<file path="src/design/pcfc_pkg.sv">
// package: shared types, constants and helpers of the pixel color format converter
`timescale 1ns / 1ps
package pcfc_pkg;

   localparam int COMP_W      = 16;
   localparam int COUNT_W     = 3;
   localparam int LAYOUT_W    = 3;
   localparam int CSR_INDEX_W = 2;
   localparam int CSR_DATA_W  = 16;
   localparam int PROD_W      = 2 * COMP_W;
   localparam int SUM_W       = PROD_W + 2;

   localparam logic [COMP_W-1:0] LUMA_WR = 16'd19595;
   localparam logic [COMP_W-1:0] LUMA_WG = 16'd38470;
   localparam logic [COMP_W-1:0] LUMA_WB = 16'd7471;

   localparam logic [COMP_W-1:0] FILL_ALPHA_RESET = 16'd255;
   localparam logic [COMP_W-1:0] BYTE_MASK        = 16'h00FF;
   localparam logic [COMP_W-1:0] WORD_MASK        = 16'hFFFF;

   localparam logic [COUNT_W-1:0] COUNT_ONE   = 3'd1;
   localparam logic [COUNT_W-1:0] COUNT_TWO   = 3'd2;
   localparam logic [COUNT_W-1:0] COUNT_THREE = 3'd3;
   localparam logic [COUNT_W-1:0] COUNT_FOUR  = 3'd4;

   typedef enum logic [LAYOUT_W-1:0] {
      LAYOUT_RGB        = 3'd0,
      LAYOUT_RGBA       = 3'd1,
      LAYOUT_BGR        = 3'd2,
      LAYOUT_BGRA       = 3'd3,
      LAYOUT_GRAY       = 3'd4,
      LAYOUT_GRAY_ALPHA = 3'd5
   } layout_type;

   typedef enum logic [CSR_INDEX_W-1:0] {
      CSR_SOURCE_LAYOUT = 2'd0,
      CSR_DEST_LAYOUT   = 2'd1,
      CSR_FILL_ALPHA    = 2'd2,
      CSR_DEST_IS_BYTE  = 2'd3
   } csr_index_type;

   // undefined codes fall back to rgb
   function automatic layout_type fix_layout(input logic [LAYOUT_W-1:0] code);
      layout_type result;
      if (code > 3'd5) begin
         result = LAYOUT_RGB;
      end else begin
         result = layout_type'(code);
      end
      return result;
   endfunction

endpackage

</file>
<file path="src/design/pcfc_channels.sv">
// interfaces: pixel request and result channels
`timescale 1ns / 1ps
interface pcfc_req_if import pcfc_pkg::*; ();
   logic              valid;
   logic              ready;
   logic [COMP_W-1:0] comp0;
   logic [COMP_W-1:0] comp1;
   logic [COMP_W-1:0] comp2;
   logic [COMP_W-1:0] comp3;

   modport source (output valid, comp0, comp1, comp2, comp3, input ready);
   modport sink   (input valid, comp0, comp1, comp2, comp3, output ready);
endinterface

interface pcfc_rsp_if import pcfc_pkg::*; ();
   logic               valid;
   logic               ready;
   logic [COMP_W-1:0]  out0;
   logic [COMP_W-1:0]  out1;
   logic [COMP_W-1:0]  out2;
   logic [COMP_W-1:0]  out3;
   logic [COUNT_W-1:0] out_count;

   modport source (output valid, out0, out1, out2, out3, out_count, input ready);
   modport sink   (input valid, out0, out1, out2, out3, out_count, output ready);
endinterface

</file>
<file path="src/design/pixel_color_format_converter.sv">
// top level: pixel color format converter, layout reorder, gray expand, luma, alpha fill
//
// usage
//   req_chan carries one pixel per beat (comp0..comp3 in source layout order),
//   rsp_chan carries one converted pixel per beat (out0..out3, out_count).
//   csr_write_en/csr_index/csr_write_data write the layout, fill alpha and
//   byte mode registers; write them only while no pixel is in flight.
//   a pixel taken into the input register moves on to the decode and luma
//   products register, then to the result register, which offers it on rsp_chan.
//   throughput: one pixel per cycle while rsp_chan.ready stays high; the three
//   register stages each advance whenever the next stage is empty or moving on.
//   when the receiver stalls, the result register holds its beat and the
//   stages behind it fill up; req_chan.ready falls once all three are full.
//   reset (synchronous, active high) empties all stages and sets the
//   registers to rgb in, rgb out, fill alpha 255 and byte mode.
//
`timescale 1ns / 1ps
module pixel_color_format_converter import pcfc_pkg::*; (
   input  logic                   clock,
   input  logic                   reset,
   pcfc_req_if.sink               req_chan,
   pcfc_rsp_if.source             rsp_chan,
   input  logic                   csr_write_en,
   input  logic [CSR_INDEX_W-1:0] csr_index,
   input  logic [CSR_DATA_W-1:0]  csr_write_data
);

   // configuration registers
   logic [LAYOUT_W-1:0] source_layout_ff;
   logic [LAYOUT_W-1:0] dest_layout_ff;
   logic [COMP_W-1:0]   fill_alpha_ff;
   logic                dest_is_byte_ff;

   // stage 1: input register
   logic              s1_valid_ff, s1_valid_in;
   logic [COMP_W-1:0] s1_c0_ff, s1_c1_ff, s1_c2_ff, s1_c3_ff;

   // stage 2: decoded components and luma products
   logic              s2_valid_ff, s2_valid_in;
   logic [COMP_W-1:0] s2_r_ff, s2_g_ff, s2_b_ff, s2_a_ff;
   logic [COMP_W-1:0] s2_r_in, s2_g_in, s2_b_in, s2_a_in;
   logic              s2_gray_ff, s2_gray_in;
   logic [PROD_W-1:0] s2_pr_ff, s2_pg_ff, s2_pb_ff;
   logic [PROD_W-1:0] s2_pr_in, s2_pg_in, s2_pb_in;

   // stage 3: result register
   logic               rsp_valid_ff, rsp_valid_in;
   logic [COMP_W-1:0]  out0_ff, out1_ff, out2_ff, out3_ff;
   logic [COMP_W-1:0]  out0_in, out1_in, out2_in, out3_in;
   logic [COUNT_W-1:0] out_count_ff, out_count_in;

   logic req_accept;
   logic s2_load;
   logic out_load;

   layout_type        src_layout;
   layout_type        dst_layout;
   logic              src_gray;
   logic              src_alpha;
   logic              src_swap;
   logic [SUM_W-1:0]  luma_sum;
   logic [COMP_W-1:0] luma;
   logic [COMP_W-1:0] mask;

   // handshake and stage advance
   assign out_load   = s2_valid_ff && (!rsp_valid_ff || rsp_chan.ready);
   assign s2_load    = s1_valid_ff && (!s2_valid_ff || out_load);
   assign req_chan.ready = !s1_valid_ff || s2_load;
   assign req_accept = req_chan.valid && req_chan.ready;

   assign s1_valid_in  = req_accept || (s1_valid_ff && !s2_load);
   assign s2_valid_in  = s2_load || (s2_valid_ff && !out_load);
   assign rsp_valid_in = out_load || (rsp_valid_ff && !rsp_chan.ready);

   always_ff @(posedge clock) begin
      if (reset) begin
         s1_valid_ff  <= 1'b0;
         s2_valid_ff  <= 1'b0;
         rsp_valid_ff <= 1'b0;
      end else begin
         s1_valid_ff  <= s1_valid_in;
         s2_valid_ff  <= s2_valid_in;
         rsp_valid_ff <= rsp_valid_in;
      end
   end

   // configuration writes
   always_ff @(posedge clock) begin
      if (reset) begin
         source_layout_ff <= LAYOUT_RGB;
         dest_layout_ff   <= LAYOUT_RGB;
         fill_alpha_ff    <= FILL_ALPHA_RESET;
         dest_is_byte_ff  <= 1'b1;
      end else if (csr_write_en) begin
         case (csr_index_type'(csr_index))
            CSR_SOURCE_LAYOUT: source_layout_ff <= csr_write_data[LAYOUT_W-1:0];
            CSR_DEST_LAYOUT:   dest_layout_ff   <= csr_write_data[LAYOUT_W-1:0];
            CSR_FILL_ALPHA:    fill_alpha_ff    <= csr_write_data[COMP_W-1:0];
            CSR_DEST_IS_BYTE:  dest_is_byte_ff  <= csr_write_data[0];
            default: ;
         endcase
      end
   end

   // stage 1 payload
   always_ff @(posedge clock) begin
      if (req_accept) begin
         s1_c0_ff <= req_chan.comp0;
         s1_c1_ff <= req_chan.comp1;
         s1_c2_ff <= req_chan.comp2;
         s1_c3_ff <= req_chan.comp3;
      end
   end

   // source decode and luma products
   always_comb begin
      src_layout = fix_layout(source_layout_ff);
      src_gray   = (src_layout == LAYOUT_GRAY) || (src_layout == LAYOUT_GRAY_ALPHA);
      src_alpha  = (src_layout == LAYOUT_RGBA) || (src_layout == LAYOUT_BGRA) ||
                   (src_layout == LAYOUT_GRAY_ALPHA);
      src_swap   = (src_layout == LAYOUT_BGR) || (src_layout == LAYOUT_BGRA);

      if (src_gray) begin
         s2_r_in = s1_c0_ff;
         s2_g_in = s1_c0_ff;
         s2_b_in = s1_c0_ff;
      end else if (src_swap) begin
         s2_r_in = s1_c2_ff;
         s2_g_in = s1_c1_ff;
         s2_b_in = s1_c0_ff;
      end else begin
         s2_r_in = s1_c0_ff;
         s2_g_in = s1_c1_ff;
         s2_b_in = s1_c2_ff;
      end

      if (!src_alpha) begin
         s2_a_in = fill_alpha_ff;
      end else if (src_gray) begin
         s2_a_in = s1_c1_ff;
      end else begin
         s2_a_in = s1_c3_ff;
      end

      s2_gray_in = src_gray;
      s2_pr_in   = {{COMP_W{1'b0}}, s2_r_in} * {{COMP_W{1'b0}}, LUMA_WR};
      s2_pg_in   = {{COMP_W{1'b0}}, s2_g_in} * {{COMP_W{1'b0}}, LUMA_WG};
      s2_pb_in   = {{COMP_W{1'b0}}, s2_b_in} * {{COMP_W{1'b0}}, LUMA_WB};
   end

   always_ff @(posedge clock) begin
      if (s2_load) begin
         s2_r_ff    <= s2_r_in;
         s2_g_ff    <= s2_g_in;
         s2_b_ff    <= s2_b_in;
         s2_a_ff    <= s2_a_in;
         s2_gray_ff <= s2_gray_in;
         s2_pr_ff   <= s2_pr_in;
         s2_pg_ff   <= s2_pg_in;
         s2_pb_ff   <= s2_pb_in;
      end
   end

   // luma sum, destination select and narrowing
   always_comb begin
      luma_sum = SUM_W'(s2_pr_ff) + SUM_W'(s2_pg_ff) + SUM_W'(s2_pb_ff);
      luma     = s2_gray_ff ? s2_r_ff : luma_sum[PROD_W-1:COMP_W];
      mask     = dest_is_byte_ff ? BYTE_MASK : WORD_MASK;
      dst_layout = fix_layout(dest_layout_ff);

      out0_in      = '0;
      out1_in      = '0;
      out2_in      = '0;
      out3_in      = '0;
      out_count_in = COUNT_THREE;
      case (dst_layout)
         LAYOUT_RGB: begin
            out0_in = s2_r_ff;
            out1_in = s2_g_ff;
            out2_in = s2_b_ff;
            out_count_in = COUNT_THREE;
         end
         LAYOUT_RGBA: begin
            out0_in = s2_r_ff;
            out1_in = s2_g_ff;
            out2_in = s2_b_ff;
            out3_in = s2_a_ff;
            out_count_in = COUNT_FOUR;
         end
         LAYOUT_BGR: begin
            out0_in = s2_b_ff;
            out1_in = s2_g_ff;
            out2_in = s2_r_ff;
            out_count_in = COUNT_THREE;
         end
         LAYOUT_BGRA: begin
            out0_in = s2_b_ff;
            out1_in = s2_g_ff;
            out2_in = s2_r_ff;
            out3_in = s2_a_ff;
            out_count_in = COUNT_FOUR;
         end
         LAYOUT_GRAY: begin
            out0_in = luma;
            out_count_in = COUNT_ONE;
         end
         default: begin
            out0_in = luma;
            out1_in = s2_a_ff;
            out_count_in = COUNT_TWO;
         end
      endcase

      out0_in = out0_in & mask;
      out1_in = out1_in & mask;
      out2_in = out2_in & mask;
      out3_in = out3_in & mask;
   end

   always_ff @(posedge clock) begin
      if (out_load) begin
         out0_ff      <= out0_in;
         out1_ff      <= out1_in;
         out2_ff      <= out2_in;
         out3_ff      <= out3_in;
         out_count_ff <= out_count_in;
      end
   end

   assign rsp_chan.valid     = rsp_valid_ff;
   assign rsp_chan.out0      = out0_ff;
   assign rsp_chan.out1      = out1_ff;
   assign rsp_chan.out2      = out2_ff;
   assign rsp_chan.out3      = out3_ff;
   assign rsp_chan.out_count = out_count_ff;

`ifndef SYNTHESIS
   // with a count of one, the components beyond the count are zero
   assert property (@(posedge clock) disable iff (reset)
      rsp_chan.valid && (rsp_chan.out_count == COUNT_ONE) |->
         (rsp_chan.out1 == '0) && (rsp_chan.out2 == '0) && (rsp_chan.out3 == '0))
      else $error("unused components not cleared");

   // byte mode leaves no high bits
   assert property (@(posedge clock) disable iff (reset)
      rsp_chan.valid && dest_is_byte_ff |->
         (rsp_chan.out0[COMP_W-1:8] == '0) && (rsp_chan.out1[COMP_W-1:8] == '0) &&
         (rsp_chan.out2[COMP_W-1:8] == '0) && (rsp_chan.out3[COMP_W-1:8] == '0))
      else $error("byte mode result has high bits set");

   // an accepted beat lands in the input stage
   assert property (@(posedge clock) disable iff (reset)
      req_accept |=> s1_valid_ff)
      else $error("accepted beat lost");

   // reset empties the result register
   assert property (@(posedge clock)
      reset |=> !rsp_chan.valid)
      else $error("result valid after reset");
`endif

endmodule

</file>
<file path="src/flat_wrapper.sv">
// flat-port wrapper written by rule: the top's interface ports become plain ports
module pixel_color_format_converter_flat import pcfc_pkg::*;
  (clock, reset, csr_write_en, csr_index, csr_write_data, req_chan_valid, req_chan_comp0, req_chan_comp1, req_chan_comp2, req_chan_comp3, req_chan_ready, rsp_chan_valid, rsp_chan_out0, rsp_chan_out1, rsp_chan_out2, rsp_chan_out3, rsp_chan_out_count, rsp_chan_ready);
  pcfc_req_if req_chan_i ();
  pcfc_rsp_if rsp_chan_i ();
  input  logic clock;
  input  logic reset;
  input  logic csr_write_en;
  input  logic [CSR_INDEX_W-1:0] csr_index;
  input  logic [CSR_DATA_W-1:0] csr_write_data;
  input wire logic [$bits(req_chan_i.valid)-1:0] req_chan_valid;
  input wire logic [$bits(req_chan_i.comp0)-1:0] req_chan_comp0;
  input wire logic [$bits(req_chan_i.comp1)-1:0] req_chan_comp1;
  input wire logic [$bits(req_chan_i.comp2)-1:0] req_chan_comp2;
  input wire logic [$bits(req_chan_i.comp3)-1:0] req_chan_comp3;
  output wire logic [$bits(req_chan_i.ready)-1:0] req_chan_ready;
  output wire logic [$bits(rsp_chan_i.valid)-1:0] rsp_chan_valid;
  output wire logic [$bits(rsp_chan_i.out0)-1:0] rsp_chan_out0;
  output wire logic [$bits(rsp_chan_i.out1)-1:0] rsp_chan_out1;
  output wire logic [$bits(rsp_chan_i.out2)-1:0] rsp_chan_out2;
  output wire logic [$bits(rsp_chan_i.out3)-1:0] rsp_chan_out3;
  output wire logic [$bits(rsp_chan_i.out_count)-1:0] rsp_chan_out_count;
  input wire logic [$bits(rsp_chan_i.ready)-1:0] rsp_chan_ready;
  assign req_chan_i.valid = req_chan_valid;
  assign req_chan_i.comp0 = req_chan_comp0;
  assign req_chan_i.comp1 = req_chan_comp1;
  assign req_chan_i.comp2 = req_chan_comp2;
  assign req_chan_i.comp3 = req_chan_comp3;
  assign req_chan_ready = req_chan_i.ready;
  assign rsp_chan_valid = rsp_chan_i.valid;
  assign rsp_chan_out0 = rsp_chan_i.out0;
  assign rsp_chan_out1 = rsp_chan_i.out1;
  assign rsp_chan_out2 = rsp_chan_i.out2;
  assign rsp_chan_out3 = rsp_chan_i.out3;
  assign rsp_chan_out_count = rsp_chan_i.out_count;
  assign rsp_chan_i.ready = rsp_chan_ready;
  pixel_color_format_converter u_core (.clock(clock), .reset(reset), .req_chan(req_chan_i), .rsp_chan(rsp_chan_i), .csr_write_en(csr_write_en), .csr_index(csr_index), .csr_write_data(csr_write_data));
endmodule
</file>
<file path="config.mk">
export PLATFORM = sky130hd
export DESIGN_NAME = pixel_color_format_converter_flat
export DESIGN_NICKNAME = d
export VERILOG_FILES = /design/src/design/pcfc_pkg.sv /design/src/design/pcfc_channels.sv /design/src/design/pixel_color_format_converter.sv /design/src/flat_wrapper.sv
export SDC_FILE = /design/constraint.sdc
export NUM_CORES = 1
export LEC_CHECK = 0
export ABC_CLOCK_PERIOD_IN_PS = 32700
export BUFFER_PORTS_ARGS = -buffer_cell sky130_fd_sc_hd__buf_2
export CORE_MARGIN = 2
export CORE_UTILIZATION = 68
export CTS_BUF_LIST = sky130_fd_sc_hd__clkbuf_8 sky130_fd_sc_hd__clkbuf_16
export DETAILED_ROUTE_END_ITERATION = 16
export PLACE_DENSITY = 0.88
export REMOVE_ABC_BUFFERS = 1
export SLEW_MARGIN = 30
export SYNTH_ARGS = -nofsm -noshare
export SYNTH_HDL_FRONTEND = slang
export SYNTH_SLANG_ARGS = --single-unit
</file>
<file path="constraint.sdc">
create_clock -name clock -period 32.7 [get_ports clock]
set_clock_uncertainty 0.2 [all_clocks]
set_input_delay 6.54 -clock clock [delete_from_list [all_inputs] [get_ports clock]]
set_output_delay 6.54 -clock clock [all_outputs]
set_load 0.05 [all_outputs]
</file>
==> flow_metrics.py, run 1 <==
metrics = {
    "run_status": {
        "run_status": "complete, no violations",
    },
    "final_layout": {
        "final_layout_size_suffix_gt1_share_pct": 12.0,
        "multi_input_comb_area_mm2": 0.0147,
        "syn_to_final_growth_pct": 9.72,
        "top_regs": "u_core.s2_pg_ff (30), u_core.s2_pr_ff (30), u_core.s2_pb_ff (28)",
        "num-fill-cells": 2249,
        "finalNetCount": 3068,
        "register_area_mm2": 0.00905,
    },
    "synthesis": {
        "yosys_warn_count": 0,
        "syn-mean-instance-area_um2": 11.5,
        "async_reset_ff_share_pct": 0,
        "synth_compound_area_share_pct": 9.71,
        "synth_enable_flop_cells": 284,
        "synth_adder_area_share_pct": 35.9,
        "post_synthesis_xor_xnor_area_fraction_pct": 2.90,
        "synth_simple_gate_area_share_pct": 5.82,
        "synth_seq_area_share_pct": 35.6,
        "synth_flop_cell": "edfxtp_1",
        "synth.distinct_cells": 78,
        "synth.ff_latch_count": 310,
        "synth_top_family_by_area": "adder cells",
        "synth_area_mm2": 0.0254,
        "synth.area.mux_share_pct": 3.21,
        "synthCells": 2210,
    },
    "run": {
        "drv.max_cap_violation_count": 0,
    },
    "die": {
        "floorplan.die.width_um": 197,
        "floorplan.io_pins": 156,
        "design.core.area_mm2": 0.0367,
        "die_footprint_mm2": 0.0389,
        "rows": 70,
        "die_h_um": 197,
        "initial_core_util_pct": 69.2,
    },
    "worst_setup_path": {
        "worst_ep_required_ps": 25960,
        "worst_r2r_path_depth": 24,
        "cpPeakStageDelay_ps": 590,
        "crit_path_end_kind": "output port",
        "cp.arrival_ps": 7680,
        "crit_path_cell_trace": "buf_2, nor2b_1, nand3_1, buf_2",
        "worst_setup_path_start_kind": "input pin",
        "critPathMaxFanout": 6,
        "worst-setup-path-type": "input pin to output port",
        "critical-path-slowest-cell": "nor2b_1",
        "timing.critical_path.mode_cell": "buf_2",
    },
    "sta": {
        "maxClockFrequency_mhz": 69.4,
        "final_max_slew_viol_count": 0,
        "report.final.hold_viol_count": 0,
        "fin_hold_ws_ps": 269,
        "rsz_0062_raised_after_global_routing": "no",
        "setup_viol": 0,
        "total_neg_setup_slack_ps": 0,
        "min_period_ps": 14420,
        "fin_crit_sh_pct": 44.1,
        "maxSlewHeadroom_pct": 33.5,
        "worst_slew_pin_slew_ps": 969,
    },
    "cts": {
        "cts_resized": 0,
        "clock_tree.htree_level_count": 2,
        "cts.clk_slew.worst_paths_ps": 50,
        "postCtsSetupRepairBufs": 0,
        "tritoncts.num_buffers": 35,
        "cts_hold_buf": 0,
        "numClockSinks": 310,
        "clockBufferDepth": 3,
        "cts_tree": "yes",
        "worstSkewPairLatency_ps": 540,
        "cts_root_buffer": "clkbuf_16",
    },
    "global_route": {
        "grt_start_max_net_pins": 83,
        "grt_first_pass_wirelength_mm": 98.7,
        "vias_in_the_first_global_route": 18374,
        "globalRoute.totalOverflow": 0,
        "grt_use_total_pct": 33.4,
        "initial_antenna_violation_count": 1,
    },
    "route": {
        "avgRoutedWirePerCell_um": 21.9,
        "detail_route.first_pass.iterations": 5,
        "routed_wl_mm": 63.0,
        "post-route-drc-count": 0,
        "antenna_violating_nets_post_route": 0,
        "dr.first_iter.drc_count": 1372,
        "vias_per_cell": 6.14,
        "detailroute.via_count": 17634,
    },
    "hold_path": {
        "timing.hold.worst_path_depth": 2,
        "hold_path_class": "register to register",
    },
    "placed_design": {
        "placement.io_buffers": 155,
        "routabilityCongestion": 0.936,
        "dpl.hpwl_mm": 49.0,
    },
}
## final cells by class
type	instances	share of cell area, %
Tap cell	468	2.10
Sequential cell	310	32.5
Clock inverter	26	0.821
Timing Repair Buffer	167	3.13
Clock buffer	35	3.14
Inverter	426	5.74
Multi-Input combinational cell	1438	52.6
Antenna cell	2	0.0180
## routing by layer
metal	vias up	track usage (%)	wire (µm)
met5	-	0	0
met4	0	11.3	2130
met3	164	4.27	4910
met2	762	58.6	31300
met1	8719	43.2	24700
li1	7989	-	-
## final timing paths
path	startpoint	endpoint	slack [ps]
max	rsp_chan_ready	req_chan_ready	18280
min	u_core.fill_alpha_ff[11]	u_core.fill_alpha_ff[11]	270
max reg2reg	u_core.source_layout_ff[2]	u_core.s2_pb_ff[25]	24680
min reg2reg	u_core.fill_alpha_ff[11]	u_core.fill_alpha_ff[11]	270
## Yosys cell counts, types with 21 or more instances
| library cell | n | area, µm² |
|---|---|---|
| a211oi_1 | 21 | 158 |
| a21o_1 | 28 | 210 |
| a21oi_1 | 110 | 551 |
| and3_1 | 27 | 169 |
| clkbuf_1 | 29 | 109 |
| dfxtp_1 | 26 | 521 |
| edfxtp_1 | 284 | 8530 |
| fa_1 | 210 | 4200 |
| ha_1 | 393 | 4920 |
| inv_1 | 425 | 1600 |
| mux2_2 | 44 | 495 |
| mux2i_1 | 32 | 320 |
| nand2_1 | 83 | 312 |
| nand3_1 | 22 | 110 |
| nor2_1 | 105 | 394 |
| o21ai_0 | 51 | 255 |
| xnor2_1 | 60 | 526 |
| xor2_1 | 24 | 210 |
## placed cells by master, fill, tap and decap left out, types with 21 or more instances in the layout
cell type,synthesis,final
a211oi_1,21,21
a21o_1,28,28
a21oi_1,110,110
and3_1,27,27
buf_2,2,155
clkbuf_16,0,35
dfxtp_1,26,26
edfxtp_1,284,284
fa_1,210,210
ha_1,393,392
inv_1,425,434
mux2_2,44,44
mux2i_1,32,31
nand2_1,83,83
nand3_1,22,22
nor2_1,105,105
o21ai_0,51,51
xnor2_1,60,60
xor2_1,24,24
## cell families after synthesis
group                      count (synthesis)
muxes                                     76
buffers and inverters                    462
DFF                                      310
adders and majority gates                603
and+or+nand+nor                          315
AOI/OAI and AO/OA                        360
xor gates and xnor gates                  84
## worst max-delay path: cells and delay by family
| family | cells | cell delay (ps) |
|---|---|---|
| simple gates | 2 | 780 |
| buf+inv | 2 | 360 |
## metrics by stage
stage | instance area, µm² | std cells | worst slack, ps | util, %
global route | 27900 | 2870 | 18220 | 76.0
global placement | 26800 | 2809 | 18330 | 72.9
floorplan | 25300 | 2174 | 13930 | -
finish | 27900 | 2872 | 18280 | 76.0
detailed placement | 26800 | 2809 | 18260 | 72.9
CTS | 27900 | 2870 | 18280 | 75.9
Power of run 1 is not shown: default switching activity piles up to over one toggle a cycle in this logic, so the estimate is an artifact.
==> inputs of run 2 (changes only) <==
- ABC_CLOCK_PERIOD_IN_PS: 32700 -> 13780
- CORE_UTILIZATION: 68 -> 63
- PLACE_DENSITY: 0.88 -> 0.82
- clock period: 32.7 -> 13.78 ns (I/O delays scaled with it)
==> run 2 against run 1 <==
  * Setup slack worse by 12000 ps
  * First-iteration DRC count is 9.6% lower
  * Register-to-register slack worse by 19000 ps
  * Global-route usage is 1.9 points lower
  * Worst hold slack worse by 6.0 ps
  * Final area is 0.53% higher
  * Count of clock-buffer cells in the layout is 3 higher
  * Routed wire length is 2.2% higher
  * Critical path depth is 18 higher
  * Utilization is 5.4 points lower
  * Flip-flop and latch count stayed put
  * Non-clock buffer count is 2 lower
  * Critical endpoint is now u_core.s2_pb_ff[25]
  * Largest cell class unchanged
==> flow_metrics.py, run 2 (synthesis results as in run 1) <==
metrics = {
    "global_route": {
        "grt_use_total_pct": 31.6,
        "initial_antenna_violation_count": 1,
        "globalRoute.totalOverflow": 0,
        "grt_start_max_net_pins": 80,
        "vias_in_the_first_global_route": 18370,
        "grt_first_pass_wirelength_mm": 99.7,
    },
    "final_layout": {
        "finalNetCount": 3066,
        "layout_commonest_cell": "inv_1",
        "num-fill-cells": 2728,
        "top_regs": "u_core.s2_pg_ff (30), u_core.s2_pr_ff (30), u_core.s2_pb_ff (28)",
        "syn_to_final_growth_pct": 10.3,
        "final_layout_size_suffix_gt1_share_pct": 12.5,
        "antenna_diodes": 0,
        "most_frequent_cells_in_the_layout": "428 x inv_1, 392 x ha_1, 284 x edfxtp_1",
    },
    "cts": {
        "clockBufferDepth": 3,
        "numClockSinks": 310,
        "cts.clk_slew.worst_paths_ps": 60,
        "cts_resized": 0,
        "postCtsSetupRepairBufs": 0,
        "tritoncts.num_buffers": 35,
        "clock_tree.htree_level_count": 2,
        "cts_root_buffer": "clkbuf_16",
        "worstSkewPairLatency_ps": 560,
        "cts_hold_buf": 0,
        "cts_tree": "yes",
    },
    "route": {
        "antenna_violating_nets_post_route": 0,
        "post-route-drc-count": 0,
        "dr_wl_met2_mm": 32.1,
        "met3WireLength_mm": 4.73,
        "dr.first_iter.drc_count": 1240,
        "vias_per_cell": 5.99,
        "met1Wirelength_mm": 25.6,
        "detail_route.first_pass.iterations": 5,
        "top_layer": "met4",
        "detailroute.via_count": 17530,
        "routed_wl_mm": 64.4,
        "avgRoutedWirePerCell_um": 22.0,
    },
    "worst_setup_path": {
        "crit_path_end_kind": "register",
        "ff2ff_setup_slack_ps": 5830,
        "crit_path_cell_trace": "nand2b_2, nand2_2, mux2i_1, clkinv_1, xnor2_1, ha_1, a21oi_1, fa_1, fa_1, inv_1, fa_1, inv_1, fa_1, inv_1, ha_1, a21o_1, a211oi_1, o21ai_1, a2111oi_0, o31ai_1, a21oi_1, xnor2_1",
        "critical_path_depth_in_cells": 22,
        "worst_setup_path_start_kind": "register",
        "cp.arrival_ps": 8060,
        "worst_r2r_path_depth": 22,
        "rr_endpoint": "u_core.s2_pb_ff[25]",
        "critical_path.reg2reg.startpoint": "u_core.source_layout_ff[2]",
        "worst_ep_required_ps": 13890,
        "cpPeakStageDelay_ps": 660,
        "worst_path_dominant_cell_family": "adder cells",
        "timing.critical_path.mode_cell": "fa_1",
        "critPathMaxFanout": 17,
        "worst-setup-path-type": "register to register",
        "critical-path-slowest-cell": "a2111oi_0",
        "worst-path-buf-inv": 4,
    },
    "sta": {
        "layout_setup_ws_ps": 5830,
        "final_max_slew_viol_count": 0,
        "report.final.hold_viol_count": 0,
        "min_period_ps": 7950,
        "fin_hold_ws_ps": 263,
        "fin_crit_sh_pct": 57.7,
        "worst_slew_pin_slew_ps": 975,
        "rsz_0062_raised_after_global_routing": "no",
        "setup_viol": 0,
        "maxClockFrequency_mhz": 126,
        "maxSlewHeadroom_pct": 34.8,
    },
    "hold_path": {
        "hold_path_end": "u_core.fill_alpha_ff[13]",
        "timing.hold.worst_path_depth": 2,
        "worst_hold_startpoint": "u_core.fill_alpha_ff[13]",
        "hold_path_class": "register to register",
    },
    "placed_design": {
        "placement.io_buffers": 155,
        "dpl.hpwl_mm": 49.8,
        "post-place-ws_ps": 5060,
        "routabilityCongestion": 0.950,
    },
    "run_status": {
        "run_status": "complete, no violations",
    },
    "die": {
        "initial_core_util_pct": 64.0,
        "rows": 73,
        "floorplan.io_pins": 156,
        "floorplan.die.width_um": 205,
        "die_footprint_mm2": 0.0420,
        "die_h_um": 205,
        "design.core.area_mm2": 0.0397,
    },
    "run": {
        "drv.max_cap_violation_count": 0,
    },
}
run 2: layout make-up:
cell class | instances | area (µm²) | share of cell area, %
Inverter | 426 | 1600 | 5.70
Tap cell | 525 | 657 | 2.34
Multi-Input combinational cell | 1438 | 14700 | 52.4
Clock inverter | 24 | 234 | 0.835
Clock buffer | 38 | 928 | 3.31
Sequential cell | 310 | 9050 | 32.3
Timing Repair Buffer | 165 | 886 | 3.16
run 2: how the worst max path moves through the flow:
stage                                    start             endpoint
floorplan                       rsp_chan_ready    u_core.s2_a_ff[0]
global placement    u_core.source_layout_ff[2]  u_core.s2_pb_ff[25]
detailed placement  u_core.source_layout_ff[2]  u_core.s2_pb_ff[25]
CTS                 u_core.source_layout_ff[2]  u_core.s2_pb_ff[25]
global route        u_core.source_layout_ff[2]  u_core.s2_pb_ff[25]
finish              u_core.source_layout_ff[2]  u_core.s2_pb_ff[25]
run 2: worst reg2reg max path, delay by kind of cell, from the launching register on:
kind	cells	cell delay (ps)
fa+ha+maj	6	2540
compound gates	7	2000
simple gates	2	1040
mux	1	640
buf+inv	4	570
flops	1	420
xor+xnor	2	310
run 2: routing by layer:
| metal | vias up | global-route usage, % |
|---|---|---|
| met2 | 701 | 54.8 |
| li1 | 7976 | - |
| met4 | 0 | 11.5 |
| met1 | 8725 | 40.4 |
| met5 | - | 0 |
| met3 | 128 | 4.49 |
run 2: per-stage QoR:
stage	util [%]	TNS, ps	cells	area (µm²)
floorplan	-	-184790	2174	25300
global placement	67.5	0	2863	26800
detailed placement	67.5	0	2863	26800
CTS	70.4	0	2925	28000
global route	70.5	0	2926	28000
finish	70.5	0	2926	28000
Power of run 2 is left out for the same reason.
